$ cat src/hdl/tpms_pkg.sv
package tpms_pkg;

	// Data format: temperatures and drive are signed Q16.16 held in 32 bits
	localparam int DATA_W    = 32;
	localparam int FRAC_BITS = 16;
	localparam int COEF_W    = 18;
	localparam int COEF_FRAC = 16;

	// Shared multiplier: 33 x 33 signed, registered 66-bit product
	localparam int MUL_W  = 33;
	localparam int PROD_W = 2 * MUL_W;

	// Accumulator holds a*y - b*sq + c*u + d*sin without wrap (|sum| < 2^49)
	localparam int ACC_W = 50;

	// Square term: floor(y_prev^2 / 2^FRAC_BITS), capped at 2^47
	localparam int SQ_W = 48;
	localparam logic [SQ_W-1:0] SQ_CAP = SQ_W'(1) << 47;

	// Configuration port
	localparam int CFG_IDX_W  = 3;
	localparam int CFG_DATA_W = 32;

	localparam logic [CFG_IDX_W-1:0] REG_COEF_A     = 3'd0;
	localparam logic [CFG_IDX_W-1:0] REG_COEF_B     = 3'd1;
	localparam logic [CFG_IDX_W-1:0] REG_COEF_C     = 3'd2;
	localparam logic [CFG_IDX_W-1:0] REG_COEF_D     = 3'd3;
	localparam logic [CFG_IDX_W-1:0] REG_NONLINEAR  = 3'd4;
	localparam logic [CFG_IDX_W-1:0] REG_INIT_TEMP  = 3'd5;

	// Request types
	localparam logic REQ_STEP   = 1'b0;
	localparam logic REQ_RELOAD = 1'b1;

	// Register reset values
	localparam logic signed [COEF_W-1:0] COEF_A_RST = 18'sd52429;  // 0.8
	localparam logic signed [COEF_W-1:0] COEF_B_RST = 18'sd13107;  // 0.2
	localparam logic signed [COEF_W-1:0] COEF_C_RST = 18'sd9830;   // 0.15
	localparam logic signed [COEF_W-1:0] COEF_D_RST = 18'sd6554;   // 0.1
	localparam logic signed [DATA_W-1:0] TEMP_RST   = 32'sd1638400; // 25.0

	// Sine range reduction constants
	localparam logic signed [MUL_W-1:0] INV_TWO_PI_Q32 = 33'sd683565276;
	localparam logic signed [MUL_W-1:0] HALF_PI_Q30    = 33'sd1686629713;
	localparam logic signed [MUL_W-1:0] QUARTER_TURN   = 33'sd1073741824;
	localparam logic signed [MUL_W-1:0] HALF_TURN      = 33'sd2147483648;

	// CORDIC
	localparam int CORDIC_ITER = 24;
	localparam int ITER_W      = 5;
	localparam int CORDIC_W    = 34;
	localparam int SIN_SHIFT   = 30 - FRAC_BITS;
	localparam logic signed [CORDIC_W-1:0] CORDIC_X0 = 34'sd652032874;

	// atan(2^-i) in Q30 radians
	function automatic logic signed [CORDIC_W-1:0] atan_q30(input logic [ITER_W-1:0] i);
		logic signed [CORDIC_W-1:0] r;
		unique case (i)
			5'd0:    r = 34'sd843314857;
			5'd1:    r = 34'sd497837829;
			5'd2:    r = 34'sd263043837;
			5'd3:    r = 34'sd133525159;
			5'd4:    r = 34'sd67021687;
			5'd5:    r = 34'sd33543516;
			5'd6:    r = 34'sd16775851;
			5'd7:    r = 34'sd8388437;
			5'd8:    r = 34'sd4194283;
			5'd9:    r = 34'sd2097149;
			5'd10:   r = 34'sd1048576;
			5'd11:   r = 34'sd524288;
			5'd12:   r = 34'sd262144;
			5'd13:   r = 34'sd131072;
			5'd14:   r = 34'sd65536;
			5'd15:   r = 34'sd32768;
			5'd16:   r = 34'sd16384;
			5'd17:   r = 34'sd8192;
			5'd18:   r = 34'sd4096;
			5'd19:   r = 34'sd2048;
			5'd20:   r = 34'sd1024;
			5'd21:   r = 34'sd512;
			5'd22:   r = 34'sd256;
			5'd23:   r = 34'sd128;
			default: r = '0;
		endcase
		return r;
	endfunction

endpackage

$ cat src/hdl/tpms_if.sv
// Request channel: one plant step or a reload
interface tpms_req_if;
	logic                                  valid;
	logic                                  ready;
	logic                                  req_type;
	logic signed [tpms_pkg::DATA_W-1:0]    drive;

	modport source (output valid, req_type, drive, input ready);
	modport sink   (input valid, req_type, drive, output ready);
endinterface

// Response channel: new temperature and clip flag
interface tpms_rsp_if;
	logic                                  valid;
	logic                                  ready;
	logic signed [tpms_pkg::DATA_W-1:0]    temperature;
	logic                                  saturated;

	modport source (output valid, temperature, saturated, input ready);
	modport sink   (input valid, temperature, saturated, output ready);
endinterface

$ cat src/hdl/tpms_mul.sv
// Shared signed multiplier, product registered every cycle
module tpms_mul (
	input  logic                                  clk,
	input  logic signed [tpms_pkg::MUL_W-1:0]     op_a,
	input  logic signed [tpms_pkg::MUL_W-1:0]     op_b,
	output logic signed [tpms_pkg::PROD_W-1:0]    prod_q
);

	always_ff @(posedge clk) begin
		prod_q <= op_a * op_b;
	end

endmodule

$ cat src/hdl/tpms_cordic.sv
// Rotation-mode CORDIC, one micro-rotation per cycle
module tpms_cordic (
	input  logic                                   clk,
	input  logic                                   arst_n,
	input  logic                                   start,
	input  logic signed [tpms_pkg::CORDIC_W-1:0]   z0,
	output logic                                   done_q,
	output logic signed [tpms_pkg::DATA_W-1:0]     sin_val
);

	logic                                  busy_q;
	logic [tpms_pkg::ITER_W-1:0]           iter_q;
	logic signed [tpms_pkg::CORDIC_W-1:0]  x_q, y_q, z_q;
	logic signed [tpms_pkg::CORDIC_W-1:0]  x_sh, y_sh, y_res;

	assign x_sh = x_q >>> iter_q;
	assign y_sh = y_q >>> iter_q;

	// control: iteration count and done pulse
	always_ff @(posedge clk or negedge arst_n) begin
		if (!arst_n) begin
			busy_q <= 1'b0;
			done_q <= 1'b0;
			iter_q <= '0;
		end else begin
			done_q <= 1'b0;
			if (start) begin
				busy_q <= 1'b1;
				iter_q <= '0;
			end else if (busy_q) begin
				if (iter_q == tpms_pkg::ITER_W'(tpms_pkg::CORDIC_ITER - 1)) begin
					busy_q <= 1'b0;
					done_q <= 1'b1;
				end
				iter_q <= iter_q + 1'b1;
			end
		end
	end

	// datapath: rotate toward z = 0
	always_ff @(posedge clk) begin
		if (start) begin
			x_q <= tpms_pkg::CORDIC_X0;
			y_q <= '0;
			z_q <= z0;
		end else if (busy_q) begin
			if (!z_q[tpms_pkg::CORDIC_W-1]) begin
				x_q <= x_q - y_sh;
				y_q <= y_q + x_sh;
				z_q <= z_q - tpms_pkg::atan_q30(iter_q);
			end else begin
				x_q <= x_q + y_sh;
				y_q <= y_q - x_sh;
				z_q <= z_q + tpms_pkg::atan_q30(iter_q);
			end
		end
	end

	// Q30 -> FRAC_BITS, floor
	assign y_res   = y_q >>> tpms_pkg::SIN_SHIFT;
	assign sin_val = y_res[tpms_pkg::DATA_W-1:0];

endmodule

$ cat src/hdl/thermal_plant_model_step_unit.sv
// Channel  | Dir | Beat contents
// ---------+-----+---------------------------------------------
// req      | in  | req_type (0 step, 1 reload), drive Q16.16
// rsp      | out | temperature Q16.16, saturated
// cfg_*    | in  | register index, write data (no read-back)
//
// Reload goes straight to the finish state. A nonlinear step is paced by the
// single shared multiplier (8 products, each issued in one state and taken
// in the next) and the 24-iteration CORDIC for the sine term.
// One beat is in flight at a time; req.ready is high only while idle.
// A finished beat waits in the rsp register; a stalled rsp holds the unit at
// its last cycle. arst_n clears registers and plant state to their reset values.
module thermal_plant_model_step_unit (
	input  logic                                   clk,
	input  logic                                   arst_n,
	input  logic                                   cfg_we,
	input  logic [tpms_pkg::CFG_IDX_W-1:0]         cfg_index,
	input  logic [tpms_pkg::CFG_DATA_W-1:0]        cfg_wdata,
	tpms_req_if.sink                               req,
	tpms_rsp_if.source                             rsp
);

	typedef enum logic [18:0] {
		S_IDLE = 19'h00001,
		S_M_AY = 19'h00002,
		S_T_AY = 19'h00004,
		S_M_SQ = 19'h00008,
		S_T_SQ = 19'h00010,
		S_M_BH = 19'h00020,
		S_T_BH = 19'h00040,
		S_M_BL = 19'h00080,
		S_T_BL = 19'h00100,
		S_M_CU = 19'h00200,
		S_T_CU = 19'h00400,
		S_M_TW = 19'h00800,
		S_T_TW = 19'h01000,
		S_M_ZA = 19'h02000,
		S_T_ZA = 19'h04000,
		S_CORD = 19'h08000,
		S_M_DS = 19'h10000,
		S_T_DS = 19'h20000,
		S_FIN  = 19'h40000
	} state_t;

	localparam int DW = tpms_pkg::DATA_W;
	localparam int MW = tpms_pkg::MUL_W;
	localparam int AW = tpms_pkg::ACC_W;

	localparam logic signed [AW-1:0] OUT_MAX = AW'((64'sd1 <<< (DW - 1)) - 64'sd1);
	localparam logic signed [AW-1:0] OUT_MIN = -OUT_MAX - AW'(1);

	state_t                              state_q;

	// configuration registers
	logic signed [tpms_pkg::COEF_W-1:0]  coef_a_q, coef_b_q, coef_c_q, coef_d_q;
	logic                                nonlinear_q;
	logic signed [DW-1:0]                init_temp_q;

	// plant state
	logic signed [DW-1:0]                temp_now_q, temp_before_q, drive_before_q;

	// per-beat working registers
	logic signed [DW-1:0]                u_q;
	logic                                reload_q;
	logic signed [AW-1:0]                acc_q;
	logic [tpms_pkg::SQ_W-1:0]           sq_q;
	logic signed [MW-1:0]                s_q;

	// output register
	logic                                out_valid_q;
	logic signed [DW-1:0]                out_temp_q;
	logic                                out_sat_q;

	// shared multiplier
	logic signed [MW-1:0]                mul_a, mul_b;
	logic signed [tpms_pkg::PROD_W-1:0]  prod_q;

	// cordic
	logic                                cordic_start;
	logic                                cordic_done;
	logic signed [tpms_pkg::CORDIC_W-1:0] cordic_z0;
	logic signed [DW-1:0]                sin_val;

	// derived values
	logic signed [MW-1:0]                temp_before_ext, temp_mag;
	logic signed [AW-1:0]                prod_q16;
	logic [tpms_pkg::SQ_W-1:0]           sq_raw;
	logic signed [MW-1:0]                turn_s;
	logic signed [DW-1:0]                clip_val;
	logic                                clip_sat;
	logic                                in_fire, fin_fire;

	assign in_fire  = req.valid && req.ready;
	assign fin_fire = (state_q == S_FIN) && (!out_valid_q || rsp.ready);
	assign req.ready = (state_q == S_IDLE);

	// configuration writes
	always_ff @(posedge clk or negedge arst_n) begin
		if (!arst_n) begin
			coef_a_q    <= tpms_pkg::COEF_A_RST;
			coef_b_q    <= tpms_pkg::COEF_B_RST;
			coef_c_q    <= tpms_pkg::COEF_C_RST;
			coef_d_q    <= tpms_pkg::COEF_D_RST;
			nonlinear_q <= 1'b0;
			init_temp_q <= tpms_pkg::TEMP_RST;
		end else if (cfg_we) begin
			unique case (cfg_index)
				tpms_pkg::REG_COEF_A:    coef_a_q    <= cfg_wdata[tpms_pkg::COEF_W-1:0];
				tpms_pkg::REG_COEF_B:    coef_b_q    <= cfg_wdata[tpms_pkg::COEF_W-1:0];
				tpms_pkg::REG_COEF_C:    coef_c_q    <= cfg_wdata[tpms_pkg::COEF_W-1:0];
				tpms_pkg::REG_COEF_D:    coef_d_q    <= cfg_wdata[tpms_pkg::COEF_W-1:0];
				tpms_pkg::REG_NONLINEAR: nonlinear_q <= cfg_wdata[0];
				tpms_pkg::REG_INIT_TEMP: init_temp_q <= cfg_wdata[DW-1:0];
				default: ;
			endcase
		end
	end

	// |y_prev| fits 32 unsigned bits, kept in the 33-bit operand
	assign temp_before_ext = MW'(temp_before_q);
	assign temp_mag = temp_before_q[DW-1] ? -temp_before_ext : temp_before_ext;

	// multiplier operand select
	always_comb begin
		mul_a = '0;
		mul_b = '0;
		unique case (state_q)
			S_M_AY: begin
				mul_a = MW'(coef_a_q);
				mul_b = MW'(temp_now_q);
			end
			S_M_SQ: begin
				mul_a = temp_mag;
				mul_b = temp_mag;
			end
			S_M_BH: begin
				mul_a = MW'(coef_b_q);
				mul_b = {1'b0, sq_q[tpms_pkg::SQ_W-1:tpms_pkg::COEF_FRAC]};
			end
			S_M_BL: begin
				mul_a = MW'(coef_b_q);
				mul_b = {{(MW - tpms_pkg::COEF_FRAC){1'b0}}, sq_q[tpms_pkg::COEF_FRAC-1:0]};
			end
			S_M_CU: begin
				mul_a = nonlinear_q ? MW'(coef_c_q) : MW'(coef_b_q);
				mul_b = MW'(u_q);
			end
			S_M_TW: begin
				mul_a = MW'(drive_before_q);
				mul_b = tpms_pkg::INV_TWO_PI_Q32;
			end
			S_M_ZA: begin
				mul_a = s_q;
				mul_b = tpms_pkg::HALF_PI_Q30;
			end
			S_M_DS: begin
				mul_a = MW'(coef_d_q);
				mul_b = MW'(sin_val);
			end
			default: ;
		endcase
	end

	tpms_mul u_mul (
		.clk    (clk),
		.op_a   (mul_a),
		.op_b   (mul_b),
		.prod_q (prod_q)
	);

	// floor(coef * x / 2^16)
	assign prod_q16 = signed'(prod_q[tpms_pkg::COEF_FRAC +: AW]);

	// square >> FRAC_BITS; the product is nonnegative
	assign sq_raw = prod_q[tpms_pkg::FRAC_BITS +: tpms_pkg::SQ_W];

	// turn fraction, signed 32 bits, extended for the fold
	assign turn_s = MW'(signed'(prod_q[tpms_pkg::FRAC_BITS +: DW]));

	// angle in Q30 radians
	assign cordic_z0    = prod_q[30 +: tpms_pkg::CORDIC_W];
	assign cordic_start = (state_q == S_T_ZA);

	tpms_cordic u_cordic (
		.clk     (clk),
		.arst_n  (arst_n),
		.start   (cordic_start),
		.z0      (cordic_z0),
		.done_q  (cordic_done),
		.sin_val (sin_val)
	);

	// clip the sum to the output range
	always_comb begin
		clip_sat = 1'b0;
		clip_val = acc_q[DW-1:0];
		if (acc_q > OUT_MAX) begin
			clip_sat = 1'b1;
			clip_val = OUT_MAX[DW-1:0];
		end else if (acc_q < OUT_MIN) begin
			clip_sat = 1'b1;
			clip_val = OUT_MIN[DW-1:0];
		end
	end

	// sequencer
	always_ff @(posedge clk or negedge arst_n) begin
		if (!arst_n) begin
			state_q <= S_IDLE;
		end else begin
			unique case (state_q)
				S_IDLE: if (in_fire) begin
					state_q <= (req.req_type == tpms_pkg::REQ_RELOAD) ? S_FIN : S_M_AY;
				end
				S_M_AY: state_q <= S_T_AY;
				S_T_AY: state_q <= nonlinear_q ? S_M_SQ : S_M_CU;
				S_M_SQ: state_q <= S_T_SQ;
				S_T_SQ: state_q <= S_M_BH;
				S_M_BH: state_q <= S_T_BH;
				S_T_BH: state_q <= S_M_BL;
				S_M_BL: state_q <= S_T_BL;
				S_T_BL: state_q <= S_M_CU;
				S_M_CU: state_q <= S_T_CU;
				S_T_CU: state_q <= nonlinear_q ? S_M_TW : S_FIN;
				S_M_TW: state_q <= S_T_TW;
				S_T_TW: state_q <= S_M_ZA;
				S_M_ZA: state_q <= S_T_ZA;
				S_T_ZA: state_q <= S_CORD;
				S_CORD: if (cordic_done) begin
					state_q <= S_M_DS;
				end
				S_M_DS: state_q <= S_T_DS;
				S_T_DS: state_q <= S_FIN;
				S_FIN:  if (fin_fire) begin
					state_q <= S_IDLE;
				end
				default: state_q <= S_IDLE;
			endcase
		end
	end

	// working registers: accumulate terms as products arrive
	always_ff @(posedge clk) begin
		if (in_fire) begin
			u_q      <= req.drive;
			reload_q <= (req.req_type == tpms_pkg::REQ_RELOAD);
			acc_q    <= AW'(init_temp_q);
		end
		unique case (state_q)
			S_T_AY: acc_q <= prod_q16;
			S_T_SQ: sq_q  <= (sq_raw > tpms_pkg::SQ_CAP) ? tpms_pkg::SQ_CAP : sq_raw;
			S_T_BH: acc_q <= acc_q - prod_q[AW-1:0];
			S_T_BL: acc_q <= acc_q - prod_q16;
			S_T_CU: acc_q <= acc_q + prod_q16;
			S_T_DS: acc_q <= acc_q + prod_q16;
			S_T_TW: begin
				// fold the turn fraction into [-1/4, 1/4] turn
				if (turn_s > tpms_pkg::QUARTER_TURN) begin
					s_q <= tpms_pkg::HALF_TURN - turn_s;
				end else if (turn_s < -tpms_pkg::QUARTER_TURN) begin
					s_q <= -tpms_pkg::HALF_TURN - turn_s;
				end else begin
					s_q <= turn_s;
				end
			end
			default: ;
		endcase
	end

	// plant state update on completion
	always_ff @(posedge clk or negedge arst_n) begin
		if (!arst_n) begin
			temp_now_q     <= tpms_pkg::TEMP_RST;
			temp_before_q  <= tpms_pkg::TEMP_RST;
			drive_before_q <= '0;
		end else if (fin_fire) begin
			temp_now_q <= clip_val;
			if (reload_q) begin
				temp_before_q  <= clip_val;
				drive_before_q <= '0;
			end else begin
				temp_before_q  <= temp_now_q;
				drive_before_q <= u_q;
			end
		end
	end

	// output beat register
	always_ff @(posedge clk or negedge arst_n) begin
		if (!arst_n) begin
			out_valid_q <= 1'b0;
		end else if (fin_fire) begin
			out_valid_q <= 1'b1;
		end else if (rsp.ready) begin
			out_valid_q <= 1'b0;
		end
	end

	always_ff @(posedge clk) begin
		if (fin_fire) begin
			out_temp_q <= clip_val;
			out_sat_q  <= clip_sat;
		end
	end

	assign rsp.valid       = out_valid_q;
	assign rsp.temperature = out_temp_q;
	assign rsp.saturated   = out_sat_q;

endmodule

$ cat src/flat_wrapper.sv
// flat-port wrapper written by rule: the top's interface ports become plain ports
module thermal_plant_model_step_unit_flat 
  (clk, arst_n, cfg_we, cfg_index, cfg_wdata, req_valid, req_req_type, req_drive, req_ready, rsp_valid, rsp_temperature, rsp_saturated, rsp_ready);
  tpms_req_if req_i ();
  tpms_rsp_if rsp_i ();
  input  logic clk;
  input  logic arst_n;
  input  logic cfg_we;
  input  logic [tpms_pkg::CFG_IDX_W-1:0] cfg_index;
  input  logic [tpms_pkg::CFG_DATA_W-1:0] cfg_wdata;
  input wire logic [$bits(req_i.valid)-1:0] req_valid;
  input wire logic [$bits(req_i.req_type)-1:0] req_req_type;
  input wire logic [$bits(req_i.drive)-1:0] req_drive;
  output wire logic [$bits(req_i.ready)-1:0] req_ready;
  output wire logic [$bits(rsp_i.valid)-1:0] rsp_valid;
  output wire logic [$bits(rsp_i.temperature)-1:0] rsp_temperature;
  output wire logic [$bits(rsp_i.saturated)-1:0] rsp_saturated;
  input wire logic [$bits(rsp_i.ready)-1:0] rsp_ready;
  assign req_i.valid = req_valid;
  assign req_i.req_type = req_req_type;
  assign req_i.drive = req_drive;
  assign req_ready = req_i.ready;
  assign rsp_valid = rsp_i.valid;
  assign rsp_temperature = rsp_i.temperature;
  assign rsp_saturated = rsp_i.saturated;
  assign rsp_i.ready = rsp_ready;
  thermal_plant_model_step_unit u_core (.clk(clk), .arst_n(arst_n), .cfg_we(cfg_we), .cfg_index(cfg_index), .cfg_wdata(cfg_wdata), .req(req_i), .rsp(rsp_i));
endmodule
$ cat config.mk
export PLATFORM = sky130hd
export DESIGN_NAME = thermal_plant_model_step_unit_flat
export DESIGN_NICKNAME = d
export VERILOG_FILES = /design/src/hdl/tpms_pkg.sv /design/src/hdl/tpms_if.sv /design/src/hdl/tpms_mul.sv /design/src/hdl/tpms_cordic.sv /design/src/hdl/thermal_plant_model_step_unit.sv /design/src/flat_wrapper.sv
export SDC_FILE = /design/constraint.sdc
export NUM_CORES = 2
export LEC_CHECK = 0
export BUFFER_PORTS_ARGS = -buffer_cell sky130_fd_sc_hd__buf_2
export CORE_MARGIN = 3
export CORE_UTILIZATION = 40
export DETAILED_ROUTE_END_ITERATION = 12
export PLACE_DENSITY_LB_ADDON = 0.12
export SYNTH_ARGS = -nofsm -noshare
export SYNTH_HDL_FRONTEND = slang
export SYNTH_SLANG_ARGS = --single-unit
$ cat constraint.sdc
create_clock -name clk -period 13.15 [get_ports clk]
set_clock_uncertainty 0.2 [all_clocks]
set_input_delay 0.6575 -clock clk [delete_from_list [all_inputs] [get_ports clk]]
set_output_delay 0.6575 -clock clk [all_outputs]
set_load 0.01 [all_outputs]
## Word-level counts from Yosys, hierarchy flattened

Memory sizes are Yosys's and may differ from the RTL's.
Cells that the tools add are included.

- Shift-type cells: 2
- Equal/unequal tests: 28
- $lt $le $gt $ge: 5
- Multiply operators: 1
- Bitwise gates (word level): 0
- $add $sub $neg: 13
- Reduce and logical (&&, ||, !) cells: 17
- Multiplexer cells: 41
- Divide/modulo/power cells: 0

Operator list:

| kind | number |
|---|---|
| $mux 34 | 11 |
| $pmux 19 s19 | 1 |
| $pmux 33 s8 | 1 |
| $pmux 33 s7 | 1 |
| $pmux 50 s4 | 1 |
| $mux 33 | 4 |
| $mux 32 | 4 |
| $add 34x34->34 | 3 |
| $sub 34x34->34 | 3 |
| $sub 50x50->50 | 2 |
| $mux 19 | 5 |
| $sshr 34x5->34 | 2 |
| $mul 33x33->66 | 1 |
| $add 50x50->50 | 1 |
| $gt 50x32->1 const B | 1 |
| $lt 50x32->1 const B | 1 |
| $mux 50 | 1 |
| $gt 48x48->1 const B | 1 |
| $neg 32->33 | 1 |
| $sub 32x32->33 const A | 1 |
| $sub 33x32->33 const A | 1 |
| $gt 32x32->1 const B | 1 |
| $lt 32x31->1 const B | 1 |
| $eq 19x1->1 const B | 1 |
| other kinds (37) | 57 |

- Logic and storage cells: 134
- Bits in latches: 0
- ROM bits: 1920
- Output and inout bits: 35
- Bits in writable memories: 0
- Input port bits: 73
- Bits in registers: 593
- Memories kept: 2

Memories:

| memory | depth | width | rd ports | clocked after memory_dff | wr ports | RTL line | source |
|---|---|---|---|---|---|---|---|
| (no name shown) | 32 | 30 | 1 | 0 | 0 | tpms_pkg.sv:58 | `unique case (i)` |
| (no name shown) | 32 | 30 | 1 | 0 | 0 | tpms_pkg.sv:58 |  |

## Depth between registers and ports, before layout

An unclocked memory read counts as a cell.

- Depth after elaboration: 8
- Gate-level depth with buffers: 42

## Modules after synthesis

Synthesis repeated with hierarchy kept, for this count alone.

- Cells, all modules: 8939
- Area, all modules: 82143.8 um2

Modules (own cells, without submodules):

| module | area an instance (um2) | instances | seq. area each (um2) | cells an instance |
|---|---|---|---|---|
| tpms_mul | 40078.4 | 1 | 1321.3 | 4248 |
| thermal_plant_model_step_unit | 25836.0 | 1 | 11497.3 | 2703 |
| tpms_cordic | 16229.3 | 1 | 2557.5 | 1988 |

## Worst setup path after synthesis

OpenSTA, ideal clock, no wires.

- Path kind: flip-flop to flip-flop
- Start point: reg u_core.state_q[8]
- End point: reg u_core.u_mul.prod_q[64] (netlist name)
- Slack: 1.783 ns
- Stages on the path, launching flop included: 40
- Data required time: 12.823 ns
- Arrival: 11.041 ns
- Cell sequence: dfrtp_1 -> nor4_1 -> nor4b_2 -> nand4_1 -> nor3b_1 -> or2_2 -> a21o_1 -> clkbuf_1 -> nand2_1 -> and2_1 -> clkbuf_1 -> nand2_1 -> a21o_1 -> buf_2 -> buf_2 -> nand2_1 -> fa_1 -> inv_1 -> [4 not listed] -> inv_1 -> fa_1 -> fa_1 -> fa_1 -> inv_1 -> fa_1 -> inv_1 -> ha_1 -> clkbuf_1 -> a21o_1 -> a21o_1 -> a21o_1 -> a21o_1 -> a21oi_1 -> o31ai_1 -> a221oi_1 -> o21ai_0 -> xor2_1

- Cells in the longest elaborated chain, start to end: 4
- Elaborated cells on any way between the ends: 12
- Those cells by class: 1 x mul; 8 x eq/ne; 2 x mux; 1 x reduce/logical

RTL lines:

| element | RTL line | source |
|---|---|---|
| start: declaration | thermal_plant_model_step_unit.sv:52 | `state_t state_q;` |
| start signal: assignment | thermal_plant_model_step_unit.sv:213 | `state_q <= (req.req_type == tpms_pkg::REQ_RELOAD) ? S_FIN : S_M_AY;` |
| start signal: assignment | thermal_plant_model_step_unit.sv:216 | `S_T_AY: state_q <= nonlinear_q ? S_M_SQ : S_M_CU;` |
| start signal: assignment | thermal_plant_model_step_unit.sv:224 | `S_T_CU: state_q <= nonlinear_q ? S_M_TW : S_FIN;` |
| $eq 19x6->1 / $eq 19x8->1 (equally long branches) | thermal_plant_model_step_unit.sv:127 | `unique case (state_q)` |
| $reduce_or 2->1 (no source line) | n/a |  |
| $pmux 33 s7 | thermal_plant_model_step_unit.sv:127 |  |
| $mul 33x33->66 (*) | tpms_mul.sv:10 | `prod_q <= op_a * op_b;` |
| end signal: assignment | tpms_mul.sv:10 |  |
| end: declaration | tpms_mul.sv:6 | `output logic signed [tpms_pkg::PROD_W-1:0] prod_q` |

Every way passes the cells marked *; elsewhere a longest branch is shown, timed or not.
A chain may end at the register's enable or synchronous reset.

## Worst setup path after layout

Ends and elaborated chain as after synthesis.

==> impl_metrics.json <==
{
  "maxCapViolCount": 1,
  "cts-root-buf": "clkbuf_16",
  "placed_cell_area_mm2": 0.08493,
  "vdd_ir_drop_max_v": 0.0002125,
  "overflow": 0,
  "netlist_area_mm2": 0.08095,
  "p_seq_share_pct": 25.4,
  "avgRoutedWirePerCell_um": 27.07,
  "fill_cells": 19634,
  "grt_pass1_wl_mm": 461.8,
  "rows": 164,
  "grt_setup_unrepaired": "no",
  "dieArea_mm2": 0.2078,
  "die_w_um": 455.9,
  "multi_input_area_mm2": 0.05906,
  "core_mm2": 0.2005,
  "mostFrequentLayoutCell": "inv_1",
  "hpwl_mm": 249.9,
  "finalHoldViolCount": 0,
  "setup_tns_ns": 0,
  "syn-num-nets": 10580,
  "drive_above_1_share_pct": 9.318,
  "grt_max_degree": 162,
  "cts_resized": 0,
  "p_int_uw": 5800,
  "routed_wirelength_mm": 314.3,
  "critPathSlowestCell": "nor3b_2",
  "stdcell_area_mm2": 0.08790,
  "p_sw_uw": 4953,
  "antenna_found_initial": 14,
  "max-clock-path-buffers": 3,
  "initial_core_util_pct": 40.38,
  "via_per_inst": 5.748,
  "ys_async_sr_fraction_pct": 38.45,
  "dominantRegCellSynth": "edfxtp_1",
  "hold_path_class": "input pin to flip-flop",
  "slowest_delay_ns": 1.01,
  "violations": "max-capacitance violations, max-slew violations",
  "start_kind": "flip-flop",
  "drc": 0,
  "leakage_uw": 0.04069,
  "cp.arrival_ns": 12.85,
  "htree_levels": 3,
  "dieHeight_um": 455.9,
  "fin_crit_sh_pct": 94.93,
  "numCtsBuffers": 77,
  "regArea_mm2": 0.01539,
  "grt_use_total_pct": 29.96,
  "cp-end-kind": "flip-flop",
  "p_clk_share_pct": 20.4,
  "yosysUniqueCellTypes": 107,
  "drt_iter0_drc": 7110,
  "grt_pass1_vias": 67202,
  "firstDrtPassIters": 9,
  "path_class": "flip-flop to flip-flop",
  "clk_pin_slew_ns": 0.06,
  "worst_pin_slew_ns": 1.518,
  "clkLatencyLatePin_ns": 0.70,
  "vias": 66726,
  "postCtsSetupBuffers": 0,
  "critPathMaxFanout": 18,
  "final_max_slew_viol_count": 6,
  "synth_edf_count": 231,
  "whs_ns": 0.06129,
  "cp.required_ns": 13.52,
  "path_common_cell": "fa_1",
  "synth_seq_cells": 593,
  "most-common-layout-cells": "inv_1 (1,306), fa_1 (1,150), nand2_1 (1,009)",
  "max_clock_freq_mhz": 80.11,
  "sw_frac_of_total_pct": 46.06,
  "nets": 10536,
  "yosysSeqAreaShare_pct": 18.99,
  "gp_congestion": 0.9749,
  "syn-instance-count": 8930,
  "syn_area_per_cell_um2": 9.065,
  "fin_crit_ns": 12.48,
  "power_frac_comb_pct": 54.1,
  "power_uw": 10750,
  "power_density_mw_per_mm2": 122.3,
  "status": "complete, but fails checks",
  "io_buffers": 107,
  "ant_nets": 0,
  "setup_violations": 0,
  "io_pins": 108,
  "relSlewSlack_pct": -2.598,
  "area_delta_synth_final_pct": 8.578,
  "cts.sinks": 593,
  "ys_warn_count": 0,
  "cts_tree": "yes"
}
[Yosys cell counts (all sizes together) (87+ instances only)]
master / n / share of area, %
inv: 1315 / 6.1
fa: 1150 / 28
nand2: 1010 / 4.7
nor2: 926 / 4.3
ha: 427 / 6.6
clkbuf: 389 / 1.8
a21oi: 375 / 2.3
o21ai: 364 / 2.3
xnor2: 270 / 2.9
edfxtp: 231 / 8.6
a21o: 187 / 1.7
dfrtp: 187 / 5.8
xor2: 155 / 1.7
dfxtp: 134 / 3.3
mux2: 127 / 1.8
nand2b: 112 / 0.87
mux2i: 98 / 1.2
nand3: 92 / 0.57
and2: 91 / 0.70
mux4: 87 / 2.4
[state kept, by name, summed over array words and instances, names as in the netlist, 33 cells and up]
name,cells
u_core.acc_q,50
u_core.s_q,33
u_core.sq_q,48
u_core.u_cordic.x_q,34
u_core.u_cordic.y_q,34
u_core.u_cordic.z_q,34
u_core.u_mul.prod_q,66
[critical path: cells and delay by family (launching register included)]
kind	cells	cell delay [ns]
fa+ha+maj	9	4.42
simple gates	12	3.48
compound gates	7	2.26
buf+inv	8	1.35
flops	1	0.45
xor+xnor	1	0.18
[power groups by stage]
stage / combinational [µW] / sequential (µW) / clock, µW
2_1_floorplan: 4130 / 2530 / 0
3_3_place_gp: 5700 / 2760 / 0
3_5_place_dp: 5700 / 2760 / 0
4_1_cts: 5750 / 2730 / 2250
5_1_grt: 6330 / 2760 / 2310
6_report: 5820 / 2740 / 2200
[logic make-up after synthesis]
group | count (synthesis) | share of synthesized area, %
compound gates | 1547 | 12.56
xor+xnor | 425 | 4.598
fa+ha+maj | 1577 | 35.04
buf+inv | 1793 | 8.521
flops | 593 | 18.99
mux | 312 | 5.403
simple gates | 2683 | 14.88
[layer usage]
| layer | part of all wire, % | track usage [%] | vias to the layer above |
|---|---|---|---|
| li1 | - | - | 29271 |
| met3 | 7.3 | 4.431 | 496 |
| met1 | 43 | 41.85 | 34269 |
| met4 | 4.8 | 12.15 | 10 |
| met5 | 0.020 | 0 | - |
| met2 | 45 | 46.68 | 2680 |
[layout make-up]
cell class                      instances  share of cell area (%)
Antenna cell                            3                0.008541
Inverter                             1320                   5.640
Tap cell                             2656                   3.781
Clock inverter                         41                  0.4584
Timing Repair Buffer                  350                   2.952
Clock buffer                          102                   2.453
Multi-Input combinational cell       6544                   67.19
Sequential cell                       593                   17.51
[repair_timing]
| item | CTS | global route |
|---|---|---|
| hold buffers | 40 | 0 |
| endpoints found under the setup margin | 0 | 0 |
| endpoints found under the hold margin | 92 | 0 |
[final timing paths]
kind	start	end	slack, ns	depth (start not counted)
worst max-delay path	u_core.state_q[8]$_DFFE_PN0P_	u_core.u_mul.prod_q[64]$_DFF_P_	0.67	37
worst min-delay path	req_drive[15]	u_core.u_q[15]$_DFFE_PP_	0.06	1
worst max register to register	u_core.state_q[8]$_DFFE_PN0P_	u_core.u_mul.prod_q[64]$_DFF_P_	0.67	37
worst min register to register	u_core.drive_before_q[9]$_DFFE_PN0P_	u_core.drive_before_q[9]$_DFFE_PN0P_	0.29	2
max in group asynchronous	arst_n	u_core.temp_now_q[21]$_DFFE_PN0P_	10.90	3
min in group asynchronous	arst_n	u_core.init_temp_q[18]$_DFFE_PN0P_	0.33	2
[metrics by stage]
step                      setup WS, ns  util, %  instances
after floorplan                  1.783        -       8930
after global placement          0.9850    42.36      11423
after detailed placement        0.8924    42.36      11423
after CTS                       0.8585    43.84      11606
after global routing            0.1981    43.84      11607
final                           0.6671    43.84      11609
(Power assumes the default switching activity.)
